File: src/hdl/ffal_pkg.sv
// Shared types and constants for the first-fit free-list allocator.
// No dependencies; every other file in hdl/ refers to this package by scoped names.
`default_nettype none

package ffal_pkg;

    // Header fields (next index, size in units) and the heap-limit register are 14 bits.
    localparam int unsigned FW = 14;
    // Units requested plus the header unit; 15 bits holds the largest request.
    localparam int unsigned NUW = 15;
    localparam int unsigned BYTE_W = 16;

    localparam int unsigned HEAP_UNITS_DEF = 8192;
    localparam int unsigned UNIT_BYTES_DEF = 8;
    localparam logic [FW-1:0] LIMIT_RESET = FW'(8192);

    // Division by the unit size is done as a multiply by a scaled reciprocal.
    localparam int unsigned MULX_W = 17;
    localparam int unsigned RECIP_W = 20;
    localparam int unsigned PROD_W = MULX_W + RECIP_W;
    localparam int unsigned DIV_SHIFT = 21;

    typedef enum logic [1:0] {
        ST_DONE = 2'd0,
        ST_NULL = 2'd1,
        ST_OOM  = 2'd2
    } t_status;

    typedef enum logic [3:0] {
        S_IDLE,
        S_DECODE,
        S_DIV,
        S_ALC_P,
        S_ALC_CHK,
        S_ALC_SPLIT2,
        S_ALC_RET,
        S_F_INIT,
        S_F_WALK,
        S_F_M2,
        S_F_M3,
        S_F_M5,
        S_DONE
    } t_state;

    typedef enum logic [4:0] {
        C_NONE,
        C_CAPTURE,
        C_MUL,
        C_NULL,
        C_ALC_START,
        C_ALC_NEXT,
        C_ALC_TAKE,
        C_ALC_SPLIT1,
        C_ALC_SPLIT2,
        C_ALC_OOM,
        C_ALC_GROW,
        C_ALC_STEP,
        C_ALC_REWALK,
        C_FREE_START,
        C_F_INIT,
        C_F_ADV,
        C_F_M1,
        C_F_M2A,
        C_F_M2B,
        C_F_M3,
        C_F_M5,
        C_F_FAIL,
        C_LOAD_OUT
    } t_op;

    typedef struct packed {
        logic is_free;
        logic req_zero;
        logic free_bad;
        logic fits;
        logic exact;
        logic at_rover;
        logic grow_fail;
        logic steps_last;
        logic fsteps_last;
        logic walk_stop;
        logic merge_next;
    } t_dp_status;

    // Address order key: the sentinel sorts below every heap unit.
    function automatic logic [FW:0] order_key(input logic [FW-1:0] x,
                                              input logic [FW-1:0] sent);
        logic [FW:0] k;
        k = (x == sent) ? '0 : ({1'b0, x} + (FW+1)'(1));
        return k;
    endfunction

endpackage

`default_nettype wire

File: src/hdl/ffal_ctrl.sv
// Controller of the allocator: sequences allocate, grow and free walks over the datapath.
// Depends on ffal_pkg; drives ffal_dp with one operation code per cycle.
`default_nettype none

module ffal_ctrl (
    input  wire logic                  i_clk,
    input  wire logic                  i_rst_n,
    input  wire logic                  i_valid,
    output logic                       o_stall,
    output logic                       o_valid,
    input  wire logic                  i_stall,
    input  wire ffal_pkg::t_dp_status  i_st,
    output ffal_pkg::t_op              o_op
);

    ffal_pkg::t_state r_state, n_state;
    logic             r_from_alloc, r_out_valid;

    always_ff @(posedge i_clk) begin
        if (!i_rst_n) begin
            r_state      <= ffal_pkg::S_IDLE;
            r_from_alloc <= 1'b0;
            r_out_valid  <= 1'b0;
        end else begin
            r_state <= n_state;
            if (o_op == ffal_pkg::C_ALC_GROW) begin
                r_from_alloc <= 1'b1;
            end else if (o_op == ffal_pkg::C_FREE_START) begin
                r_from_alloc <= 1'b0;
            end
            if (o_op == ffal_pkg::C_LOAD_OUT) begin
                r_out_valid <= 1'b1;
            end else if (!i_stall) begin
                r_out_valid <= 1'b0;
            end
        end
    end

    always_comb begin
        n_state = r_state;
        o_op    = ffal_pkg::C_NONE;
        case (r_state)
            ffal_pkg::S_IDLE: begin
                if (i_valid) begin
                    o_op    = ffal_pkg::C_CAPTURE;
                    n_state = ffal_pkg::S_DECODE;
                end
            end
            ffal_pkg::S_DECODE: begin
                o_op    = ffal_pkg::C_MUL;
                n_state = ffal_pkg::S_DIV;
            end
            ffal_pkg::S_DIV: begin
                if (i_st.is_free) begin
                    if (i_st.free_bad) begin
                        o_op    = ffal_pkg::C_NULL;
                        n_state = ffal_pkg::S_DONE;
                    end else begin
                        o_op    = ffal_pkg::C_FREE_START;
                        n_state = ffal_pkg::S_F_INIT;
                    end
                end else if (i_st.req_zero) begin
                    o_op    = ffal_pkg::C_NULL;
                    n_state = ffal_pkg::S_DONE;
                end else begin
                    o_op    = ffal_pkg::C_ALC_START;
                    n_state = ffal_pkg::S_ALC_P;
                end
            end
            ffal_pkg::S_ALC_P: begin
                o_op    = ffal_pkg::C_ALC_NEXT;
                n_state = ffal_pkg::S_ALC_CHK;
            end
            ffal_pkg::S_ALC_CHK: begin
                if (i_st.fits && i_st.exact) begin
                    o_op    = ffal_pkg::C_ALC_TAKE;
                    n_state = ffal_pkg::S_DONE;
                end else if (i_st.fits) begin
                    o_op    = ffal_pkg::C_ALC_SPLIT1;
                    n_state = ffal_pkg::S_ALC_SPLIT2;
                end else if (i_st.at_rover && i_st.grow_fail) begin
                    o_op    = ffal_pkg::C_ALC_OOM;
                    n_state = ffal_pkg::S_DONE;
                end else if (i_st.at_rover) begin
                    o_op    = ffal_pkg::C_ALC_GROW;
                    n_state = ffal_pkg::S_F_INIT;
                end else if (i_st.steps_last) begin
                    o_op    = ffal_pkg::C_ALC_OOM;
                    n_state = ffal_pkg::S_DONE;
                end else begin
                    o_op    = ffal_pkg::C_ALC_STEP;
                    n_state = ffal_pkg::S_ALC_CHK;
                end
            end
            ffal_pkg::S_ALC_SPLIT2: begin
                o_op    = ffal_pkg::C_ALC_SPLIT2;
                n_state = ffal_pkg::S_DONE;
            end
            ffal_pkg::S_ALC_RET: begin
                if (i_st.steps_last) begin
                    o_op    = ffal_pkg::C_ALC_OOM;
                    n_state = ffal_pkg::S_DONE;
                end else begin
                    o_op    = ffal_pkg::C_ALC_REWALK;
                    n_state = ffal_pkg::S_ALC_P;
                end
            end
            ffal_pkg::S_F_INIT: begin
                o_op    = ffal_pkg::C_F_INIT;
                n_state = ffal_pkg::S_F_WALK;
            end
            ffal_pkg::S_F_WALK: begin
                if (i_st.walk_stop) begin
                    o_op    = ffal_pkg::C_F_M1;
                    n_state = ffal_pkg::S_F_M2;
                end else if (i_st.fsteps_last) begin
                    o_op    = r_from_alloc ? ffal_pkg::C_NONE : ffal_pkg::C_F_FAIL;
                    n_state = r_from_alloc ? ffal_pkg::S_ALC_RET : ffal_pkg::S_DONE;
                end else begin
                    o_op    = ffal_pkg::C_F_ADV;
                    n_state = ffal_pkg::S_F_WALK;
                end
            end
            ffal_pkg::S_F_M2: begin
                if (i_st.merge_next) begin
                    o_op    = ffal_pkg::C_F_M2A;
                    n_state = ffal_pkg::S_F_M3;
                end else begin
                    o_op    = ffal_pkg::C_F_M2B;
                    n_state = ffal_pkg::S_F_M5;
                end
            end
            ffal_pkg::S_F_M3: begin
                o_op    = ffal_pkg::C_F_M3;
                n_state = ffal_pkg::S_F_M5;
            end
            ffal_pkg::S_F_M5: begin
                o_op    = ffal_pkg::C_F_M5;
                n_state = r_from_alloc ? ffal_pkg::S_ALC_RET : ffal_pkg::S_DONE;
            end
            ffal_pkg::S_DONE: begin
                if (!r_out_valid || !i_stall) begin
                    o_op    = ffal_pkg::C_LOAD_OUT;
                    n_state = ffal_pkg::S_IDLE;
                end
            end
            default: begin
                n_state = ffal_pkg::S_IDLE;
            end
        endcase
    end

    // The request side stays closed while reset is held.
    assign o_stall = !i_rst_n || (r_state != ffal_pkg::S_IDLE);
    assign o_valid = r_out_valid;

endmodule

`default_nettype wire

File: config.mk
export PLATFORM = sky130hd
export DESIGN_NAME = ffal_ctrl
export DESIGN_NICKNAME = d
export VERILOG_FILES = /design/src/hdl/ffal_pkg.sv /design/src/hdl/ffal_ctrl.sv
export SDC_FILE = /design/constraint.sdc
export NUM_CORES = 1
export LEC_CHECK = 0
export BUFFER_PORTS_ARGS = -buffer_cell sky130_fd_sc_hd__buf_4
export CAP_MARGIN = 40
export CORE_UTILIZATION = 45
export DETAILED_ROUTE_END_ITERATION = 7
export HOLD_SLACK_MARGIN = 0.03
export PLACE_DENSITY_LB_ADDON = 0.25
export SLEW_MARGIN = 25
export SYNTH_ARGS = -nofsm -noshare
export SYNTH_HDL_FRONTEND = slang
export SYNTH_SLANG_ARGS = --single-unit
File: constraint.sdc
create_clock -name i_clk -period 2.05 [get_ports i_clk]
set_clock_uncertainty 0.2 [all_clocks]
set_input_delay 0.615 -clock i_clk [delete_from_list [all_inputs] [get_ports i_clk]]
set_output_delay 0.615 -clock i_clk [all_outputs]
set_load 0.02 [all_outputs]
==> results.md, run 1 <==
- Sequential-to-total area share from yosys stat: 0.156
- Mux share of post-synthesis cell area: 0.0537
- Post-synth EDFFs: 0
- Initial Util: 0.494
- Last flow stage reached: 5_1_grt
- Syn Inst Count: 108
- CTS root buffer: clkbuf_4
- XOR/XNOR Fraction of Synth Area: 0
- GRT Residual Overflow: 49
- FF+latch count, synth: 6
- I/O Buffers: 21
- Ys async rst share: 0
- Num CTS Buffers: 3
- Syn nets: 123
- # clock sinks: 6
- Synthesized-area fraction occupied by adder cells: 0
- GPL Wtd Cong: 0.907
- Compound-cell area share of the yosys netlist: 0.343
- Netlist cell types: 45
- Dpl cells: 173
- Die H: 43.4 um
- Die W: 43.4 um
- Top Ports: 22
- CTS H-tree depth: 1
- CTS Hold Buffers Added: 0
- Yosys warns: 0
- Place WS: -454 ps
- Largest net degree at the start of global routing: 8
- Main synth FF type: dfxtp_1
- Post-Synth Simple-Gate Area: 0.363
- Largest family of logic cells by synthesized area: simple AND/OR/NAND/NOR gates
- Post-Syn Area: 769 um2
- Rows: 14
- Detailed placement HPWL: 2040 um
- Worst setup endpoint GRT: o_op[1]
- Error: [ERROR GRT-0232] Routing congestion too high. Check the congestion heatmap in the GUI.
- All-Layer GR Usage: 0.766
- Syn_area_per_cell: 7.12 um2
- Clock tree buffer depth: 2
- Worst_ep kind: top-level output
- Status: aborted with a tool error
timing repair:
item	in CTS
setup buffers	11
gates resized for setup	34
hold endpoints to repair	0
gates cloned	1
pin swaps	14
endpoints found under the setup margin	6
layer usage:
metal	global-route usage	overflow
met5	0	0
met4	0.919	21
met3	0.517	0
met2	0.979	27
met1	0.745	1
cell usage after synthesis, types with 2 or more instances:
library cell	instances	area (um2)
nand2_1	12	45.0
or3b_1	2	17.5
nor2b_1	3	18.8
nor3_1	2	10.0
nand3_1	6	30.0
o21ai_0	2	10.0
and2_1	2	12.5
and2b_1	2	15.0
a211oi_1	6	45.0
inv_1	6	22.5
a21oi_1	7	35.0
o21ai_1	2	10.0
nand4b_1	2	17.5
dfxtp_1	6	120
buf_2	4	20.0
a31oi_1	3	18.8
a32oi_1	2	17.5
mux2i_1	3	30.0
and3_1	2	12.5
nor2_1	8	30.0
nand2b_1	2	12.5
cell families after synthesis:
kind of cell,after synthesis
and+or+nand+nor,50
AOI/OAI and AO/OA,35
buffers and inverters,13
DFF,6
muxes,4
per-stage QoR:
stage	hold slack [ps]	area (um2)	TNS [ps]
2_1_floorplan	294	800	-468
3_3_place_gp	413	1200	-2050
3_5_place_dp	422	1200	-2200
4_1_cts	424	1430	-1710
==> inputs of run 2 (changes only) <==
--- a/config.mk
+++ b/config.mk
@@ -7,10 +7,10 @@
 export LEC_CHECK = 0
 export BUFFER_PORTS_ARGS = -buffer_cell sky130_fd_sc_hd__buf_4
 export CAP_MARGIN = 40
-export CORE_UTILIZATION = 45
+export CORE_AREA = 2 2 63 65
 export DETAILED_ROUTE_END_ITERATION = 7
-export HOLD_SLACK_MARGIN = 0.03
-export PLACE_DENSITY_LB_ADDON = 0.25
+export DIE_AREA = 0 0 65 67
+export PLACE_DENSITY_LB_ADDON = 0.15
 export SLEW_MARGIN = 25
 export SYNTH_ARGS = -nofsm -noshare
 export SYNTH_HDL_FRONTEND = slang
==> constraint.sdc (replaced) <==
create_clock -name i_clk -period 2.7 [get_ports i_clk]
set_clock_uncertainty 0.2 [all_clocks]
set_input_delay 0.81 -clock i_clk [delete_from_list [all_inputs] [get_ports i_clk]]
set_output_delay 0.81 -clock i_clk [all_outputs]
set_load 0.02 [all_outputs]
==> results.md, run 2 <==
- Ys async rst share: 0
- Post-synth EDFFs: 0
- Net count, final: 169
- Maximum vdd drop: 0.304 mV
- Clock insertion delay at the later pin of the skew report: 220 ps
- MaxCap Viol Count: 0
- Post-Syn Area: 769 um2
- Largest net degree at the start of global routing: 13
- Unrepaired setup endpoints after global routing: true
- Finished Core Util: 0.353
- All-Layer GR Usage: 0.139
- Commonest non-fill, non-tap cell in the layout: buf_4
- DRC violations left: 0
- Status: finished with violations
- Biggest register: r_state
- Rows: 22
- DRT Pass-1 Iters: 4
- CP required: 1690 ps
- DR vias/cell: 4.92
- CP Launch Type: input port
- Antenna diode count: 0
- CP arrival: 1850 ps
- # clock sinks: 6
- Worst Setup End Kind: output port
- R2R Setup Slk: 750 ps
- Fmax: 0.350 GHz
- Yosys top cell area share: 0.156
- Clock tree buffer depth: 2
- Vias: 983
- Max-slew violations: 0
- Dpl cells: 195
- Setup CP Type: input port to output port
- FF+latch count, synth: 6
- Setup tns final: -384 ps
- GRT Residual Overflow: 0
- Violated checks: setup timing
- Crit path from: i_st[7]
- Final period util: 1.06
- WL per Instance: 14.2 um
- CTS root buffer: clkbuf_8
- ANT nets after route: 0
- Final Non-Filler Cells: 200
- Slew @ Worst Pin: 408 ps
- Detailed placement HPWL: 2220 um
- Top Ports: 22
- First-pass GRT wire length: 4640 um
- Syn nets: 123
- LEAKAGE: 0.566 nW
- Core Region: 3610 um2
- HP Start: o_valid$_SDFFE_PN0P_
- Die H: 67 um
- Main synth FF type: dfxtp_1
- Final setup fails: 3
- Fin crit period: 2860 ps
- Largest cells by area after synthesis: dfxtp_1, a211oi_1, nand2_1
- Final hold violations: 0
- WHS Endpoint: o_valid$_SDFFE_PN0P_
- GPL Wtd Cong: 0.797
- P per Cell Area: 1150 nW/um2
- Flip-flop count of the largest register after layout: 4
- Syn_area_per_cell: 7.12 um2
- Final setup margin: -160 ps
- Reg-to-Reg Start: r_state[3]$_SDFFE_PN0P_
- Netlist cell types: 45
- Hold depth: 2
- Min-Delay Path Class: flop to flop
- Vias in the first global route: 991
- Syn Inst Count: 108
- Most frequent cells in the layout: buf_4, nand2_1, nor2_1, a21oi_1, buf_6
- Worst reg2reg endpoint: r_state[1]$_SDFFE_PN0P_
- Place WS: -252 ps
- Initial Util: 0.213
- Initial antenna violation count: 0
- Die Area: 4360 um2
- Post-synth top area cell: dfxtp_1
- Die W: 65 um
- P&R area growth vs syn: 65.2%
- I/O Buffers: 21
- Num CTS Buffers: 3
- CTS H-tree depth: 1
- DRT Wirelength: 2840 um
- CTS tree: done
- Crit Path Max Fanout: 4
- Iteration-0 DRC Markers: 32
- Share of layout cells above drive strength 1: 0.467
- Relative slew slack: 0.728
- Yosys warns: 0
- Commonest cells in the netlist: nand2_1, nor2_1, a21oi_1
- Clk slew on worst S/H paths: 40 ps
- Most frequent cell after synthesis: nand2_1
- R2r worst-path depth: 6
- Sequential-to-total area share from yosys stat: 0.156
[run 2: cell counts after synthesis]
Identical to the previous run, type by type.
[run 2: report_power, final]
group,switching (mW),internal (mW)
Sequential,0.0858,0.123
Clock,0.0398,0.0959
Combinational,0.550,0.572
[run 2: repair_timing]
item                       4_1_cts  5_1_grt
setup buffers                    1        1
setup endpoints to repair        5        5
hold buffers                     0        0
pin swaps                        8        3
resized for setup               14       10
[run 2: area by class of cell]
| class | count | area, um2 |
|---|---|---|
| flip-flops and latches | 6 | 123 |
| repair buffers | 48 | 394 |
| well taps | 48 | 60.1 |
| clock buffers | 3 | 41.3 |
| fillers | 387 | 2330 |
| inverters | 6 | 22.5 |
| multi-input cells | 89 | 631 |
[run 2: how the worst max path moves through the flow]
stage	endpoint	slack, ps	depth (start not counted)
floorplan	o_op[2]	20	4
finish	o_op[0]	-160	6
global placement	o_op[0]	-250	6
CTS	o_op[1]	-210	7
global route	o_op[1]	-190	7
detailed placement	o_op[0]	-250	6
[run 2: critical path, stage by stage]
cell     delay [ps]
buf_8           100
or3b_4          390
a31oi_1         200
o311a_2         200
inv_2            40
buf_6           120
[run 2: cell families (layout without fill, tap and decap cells)]
family / Yosys count / in the layout / synth area share
simple gates: 50 / 50 / 0.363
compound gates: 35 / 35 / 0.343
mux: 4 / 4 / 0.0537
flops: 6 / 6 / 0.156
buf+inv: 13 / 57 / 0.0845
[run 2: through the flow]
| step | area, um2 | hold WS (ps) | total power, mW |
|---|---|---|---|
| 6_report | 1270 | 343 | 1.47 |
| 5_1_grt | 1270 | 374 | 1.58 |
| 4_1_cts | 1230 | 347 | 1.42 |
| 3_5_place_dp | 1130 | 338 | 1.21 |
| 3_3_place_gp | 1130 | 328 | 1.22 |
| 2_1_floorplan | 769 | 294 | 0.784 |
[run 2: per-layer routing]
layer  global-route usage  wire length [um]  up-vias
met5                    0                 0        -
met4               0.0771                71        0
met3               0.0118                97        7
met2                0.241              1390       24
met1                0.170              1280      458
li1                     -                 -      494
Power figures use the tool's default switching activity.
==> inputs of run 3 (changes only) <==
==> constraint.sdc (replaced) <==
create_clock -name i_clk -period 2.7 [get_ports i_clk]
set_clock_uncertainty 0.2 [all_clocks]
set_input_delay 0.27 -clock i_clk [delete_from_list [all_inputs] [get_ports i_clk]]
set_output_delay 0.27 -clock i_clk [all_outputs]
set_load 0.02 [all_outputs]
==> results.md, run 3 (synthesized netlist as in run 2, its figures left out) <==
- R2R Setup Slk: 730 ps
- Die Area: 4360 um2
- Final setup fails: 0
- Slew @ Worst Pin: 622 ps
- DRT Wirelength: 2440 um
- GPL Wtd Cong: 0.815
- CTS H-tree depth: 1
- Initial antenna violation count: 0
- # clock sinks: 6
- Rows: 22
- LEAKAGE: 0.417 nW
- Top Ports: 22
- Relative slew slack: 0.584
- Worst Setup End Kind: output port
- GRT Residual Overflow: 0
- CP arrival: 1880 ps
- ANT nets after route: 0
- Final hold violations: 0
- I/O Buffers: 21
- DRC violations left: 0
- Share of layout cells above drive strength 1: 0.266
- Dpl cell area: 967 um2
- CP Launch Type: flop
- Largest net degree at the start of global routing: 20
- Vias in the first global route: 916
- Net count, final: 145
- All-Layer GR Usage: 0.126
- DRT Pass-1 Iters: 4
- Maximum vdd drop: 0.203 mV
- P&R area growth vs syn: 31.1%
- Die W: 65 um
- Biggest register: r_state
- Clk slew on worst S/H paths: 40 ps
- CP required: 2230 ps
- Commonest non-fill, non-tap cell in the layout: buf_4
- DR vias/cell: 5.20
- Num CTS Buffers: 3
- Finished Cell Area: 1010 um2
- Setup Fix Bufs, Post-CTS: 0
- Setup CP Type: flop to output port
- Max-slew violations: 0
- Iteration-0 DRC Markers: 54
- Flip-flop count of the largest register after layout: 4
- MaxCap Viol Count: 0
- Crit Path Max Fanout: 19
- Clock insertion delay at the later pin of the skew report: 230 ps
- First-pass GRT wire length: 4140 um
- Fmax: 0.425 GHz
- P per Cell Area: 1150 nW/um2
- CTS tree: done
- Clock tree buffer depth: 2
- Antenna diode count: 0
- Die H: 67 um
- Setup tns final: 0 ps
- Unrepaired setup endpoints after global routing: false
- Final period util: 0.871
- WL per Instance: 13.9 um
- Min-Delay Path Class: input port to flop
- Core Region: 3610 um2
- Status: complete, no violations
- Most frequent cells in the layout: buf_4, nand2_1, nor2_1, a21oi_1
- Vias: 915
- Detailed placement HPWL: 1940 um
- Fill cells: 393
- Fin crit period: 2350 ps
- Post_cts resized: 0
- CTS Hold Buffers Added: 0
- Initial Util: 0.213
- CTS root buffer: clkbuf_8
[run 3: power breakdown]
group,internal [mW],switching [mW],leakage [nW],total [mW]
combinational,0.348,0.454,0.347,0.801
clock,0.0962,0.0434,0.0216,0.140
sequential,0.120,0.0976,0.0490,0.218
[run 3: area by class of cell]
| cell class | instances | area [um2] | area share |
|---|---|---|---|
| Multi-Input combinational cell | 89 | 584 | 0.579 |
| Timing Repair Buffer | 24 | 180 | 0.179 |
| Sequential cell | 6 | 120 | 0.119 |
| Tap cell | 48 | 60.1 | 0.0596 |
| Clock buffer | 3 | 41.3 | 0.0409 |
| Inverter | 6 | 22.5 | 0.0223 |
[run 3: layer usage]
metal / track usage / wire [um] / share of wire
met1: 0.145 / 1060 / 0.43
met2: 0.202 / 1170 / 0.48
met5: 0 / 0 / 0
met3: 0.0203 / 99 / 0.041
met4: 0.112 / 112 / 0.046
[run 3: critical path: stages, from the launching register on]
cell      delay, ps
dfxtp_1         710
and2b_1         310
a211oi_1         80
o311a_2         360
inv_1            60
buf_4           130
[run 3: metrics by stage]
step	worst slack, ps	hold WS (ps)	utilization	power [mW]	std cells
floorplan	942	216	-	0.780	108
CTS	362	106	0.280	1.15	176
global placement	588	322	0.268	1.04	173
detailed placement	613	336	0.268	1.01	173
finish	348	107	0.280	1.16	176
global route	247	127	0.280	1.25	176
[run 3: path summary, 6_finish.rpt]
check,start,to,cells after the start
hold / removal,i_rst_n,r_from_alloc$_SDFFE_PN0P_,3
setup / recovery,r_state[3]$_SDFFE_PN0P_,o_op[0],5
hold reg to reg,o_valid$_SDFFE_PN0P_,o_valid$_SDFFE_PN0P_,2
setup reg to reg,r_state[3]$_SDFFE_PN0P_,r_state[1]$_SDFFE_PN0P_,5
==> inputs of run 4 (changes only) <==
--- a/config.mk
+++ b/config.mk
@@ -5,7 +5,7 @@
 export SDC_FILE = /design/constraint.sdc
 export NUM_CORES = 1
 export LEC_CHECK = 0
-export BUFFER_PORTS_ARGS = -buffer_cell sky130_fd_sc_hd__buf_4
+export BUFFER_PORTS_ARGS = -buffer_cell sky130_fd_sc_hd__buf_2
 export CAP_MARGIN = 40
 export CORE_AREA = 2 2 63 65
 export DETAILED_ROUTE_END_ITERATION = 7
==> results.md, run 4 (synthesized netlist as in run 2, its figures left out) <==
- Status: complete, no violations
- Maximum vdd drop: 0.176 mV
- Clock tree buffer depth: 2
- CTS H-tree depth: 1
- Crit Path Max Fanout: 19
- Antenna diode count: 0
- MaxCap Viol Count: 0
- CP max-delay cell: dfxtp_1
- Setup CP Type: flop to output port
- Worst Setup End Kind: output port
- Detailed placement HPWL: 1940 um
- Fmax: 0.416 GHz
- Commonest non-fill, non-tap cell in the layout: buf_2
- LEAKAGE: 0.397 nW
- Initial Util: 0.213
- Post_cts resized: 0
- Clock insertion delay at the later pin of the skew report: 220 ps
- CTS root buffer: clkbuf_8
- P per Cell Area: 1160 nW/um2
- DRC violations left: 0
- Max-slew violations: 0
- Worst path max stage delay: 720 ps
- Rows: 22
- Largest net degree at the start of global routing: 20
- Iteration-0 DRC Markers: 18
- All-Layer GR Usage: 0.116
- Hold depth: 3
- # clock sinks: 6
- First-pass GRT wire length: 3840 um
- Most frequent cells in the layout: buf_2, nand2_1, nor2_1, a21oi_1
- R2r worst-path depth: 5
- CP arrival: 1930 ps
- Final setup fails: 0
- DR vias/cell: 5.13
- CP bufs+invs: 2
- Clk slew on worst S/H paths: 40 ps
- Final period util: 0.891
- Die H: 67 um
- I/O Buffers: 21
- Setup tns final: 0 ps
- Finished Core Util: 0.263
- Initial antenna violation count: 0
- Biggest register: r_state
- Unrepaired setup endpoints after global routing: false
- Min-Delay Path Class: input port to flop
- WL per Instance: 14.2 um
- DRT Pass-1 Iters: 4
- Crit path max-delay family: flip-flops
- Slew @ Worst Pin: 639 ps
- CTS Hold Buffers Added: 0
- CP Launch Type: flop
- CP required: 2230 ps
- DRT Wirelength: 2490 um
- Vias in the first global route: 831
- Top Ports: 22
- Die W: 65 um
- Die Area: 4360 um2
- Flip-flop count of the largest register after layout: 4
- Finished Cell Area: 948 um2
- Vias: 897
- GRT Residual Overflow: 0
- Worst hold slack: 145 ps
- Net count, final: 144
- Setup Fix Bufs, Post-CTS: 0
- Final hold violations: 0
- Share of layout cells above drive strength 1: 0.260
- GPL Wtd Cong: 0.790
- P&R area growth vs syn: 23.3%
- Dpl cell area: 907 um2
- Core Region: 3610 um2
- CTS tree: done
- ANT nets after route: 0
- CP Depth: 5
- Relative slew slack: 0.574
- Crit path cell chain: and2b_1 > a211oi_1 > o311a_2 > inv_1 > buf_2
- Num CTS Buffers: 3
- Fin crit period: 2400 ps
run 4: worst reg2reg max path: stages (launching register included):
cell and delay, ps:
dfxtp_1 720, and2b_1 340, a211oi_1 90, o311a_2 370
nand4_2 110, o22ai_2 80
run 4: final timing paths:
kind	start	end	slack (ps)
hold / removal	i_rst_n	r_from_alloc$_SDFFE_PN0P_	140
setup / recovery	r_state[3]$_SDFFE_PN0P_	o_op[0]	300
setup reg to reg	r_state[3]$_SDFFE_PN0P_	r_state[1]$_SDFFE_PN0P_	670
hold reg to reg	o_valid$_SDFFE_PN0P_	o_valid$_SDFFE_PN0P_	350
run 4: layout make-up:
class                      count  area (um2)
clock buffer                   3        41.3
fill                         404        2660
inverter                       6        22.5
multi-input combinational     89         584
sequential                     6         120
tap                           48        60.1
timing repair buffer          23         120
run 4: stage by stage:
step / power (mW) / setup slack, ps / std cells
after floorplan: 0.780 / 942 / 108
after global placement: 0.990 / 507 / 172
after detailed placement: 0.962 / 566 / 172
after CTS: 1.10 / 332 / 175
after global routing: 1.19 / 203 / 175
final: 1.10 / 296 / 175
run 4: metal layers:
metal | vias to the layer above | wire length, um | GRT usage | part of all wire
li1 | 443 | - | - | -
met1 | 423 | 1110 | 0.136 | 0.45
met2 | 29 | 1240 | 0.205 | 0.50
met3 | 2 | 118 | 0.0186 | 0.047
met4 | 0 | 23 | 0.0559 | 0.0092
met5 | - | 0 | 0 | 0
run 4: report_power, final:
group          internal (mW)  switching [mW]
logic                  0.298           0.438
clock network         0.0957          0.0377
registers              0.120           0.114
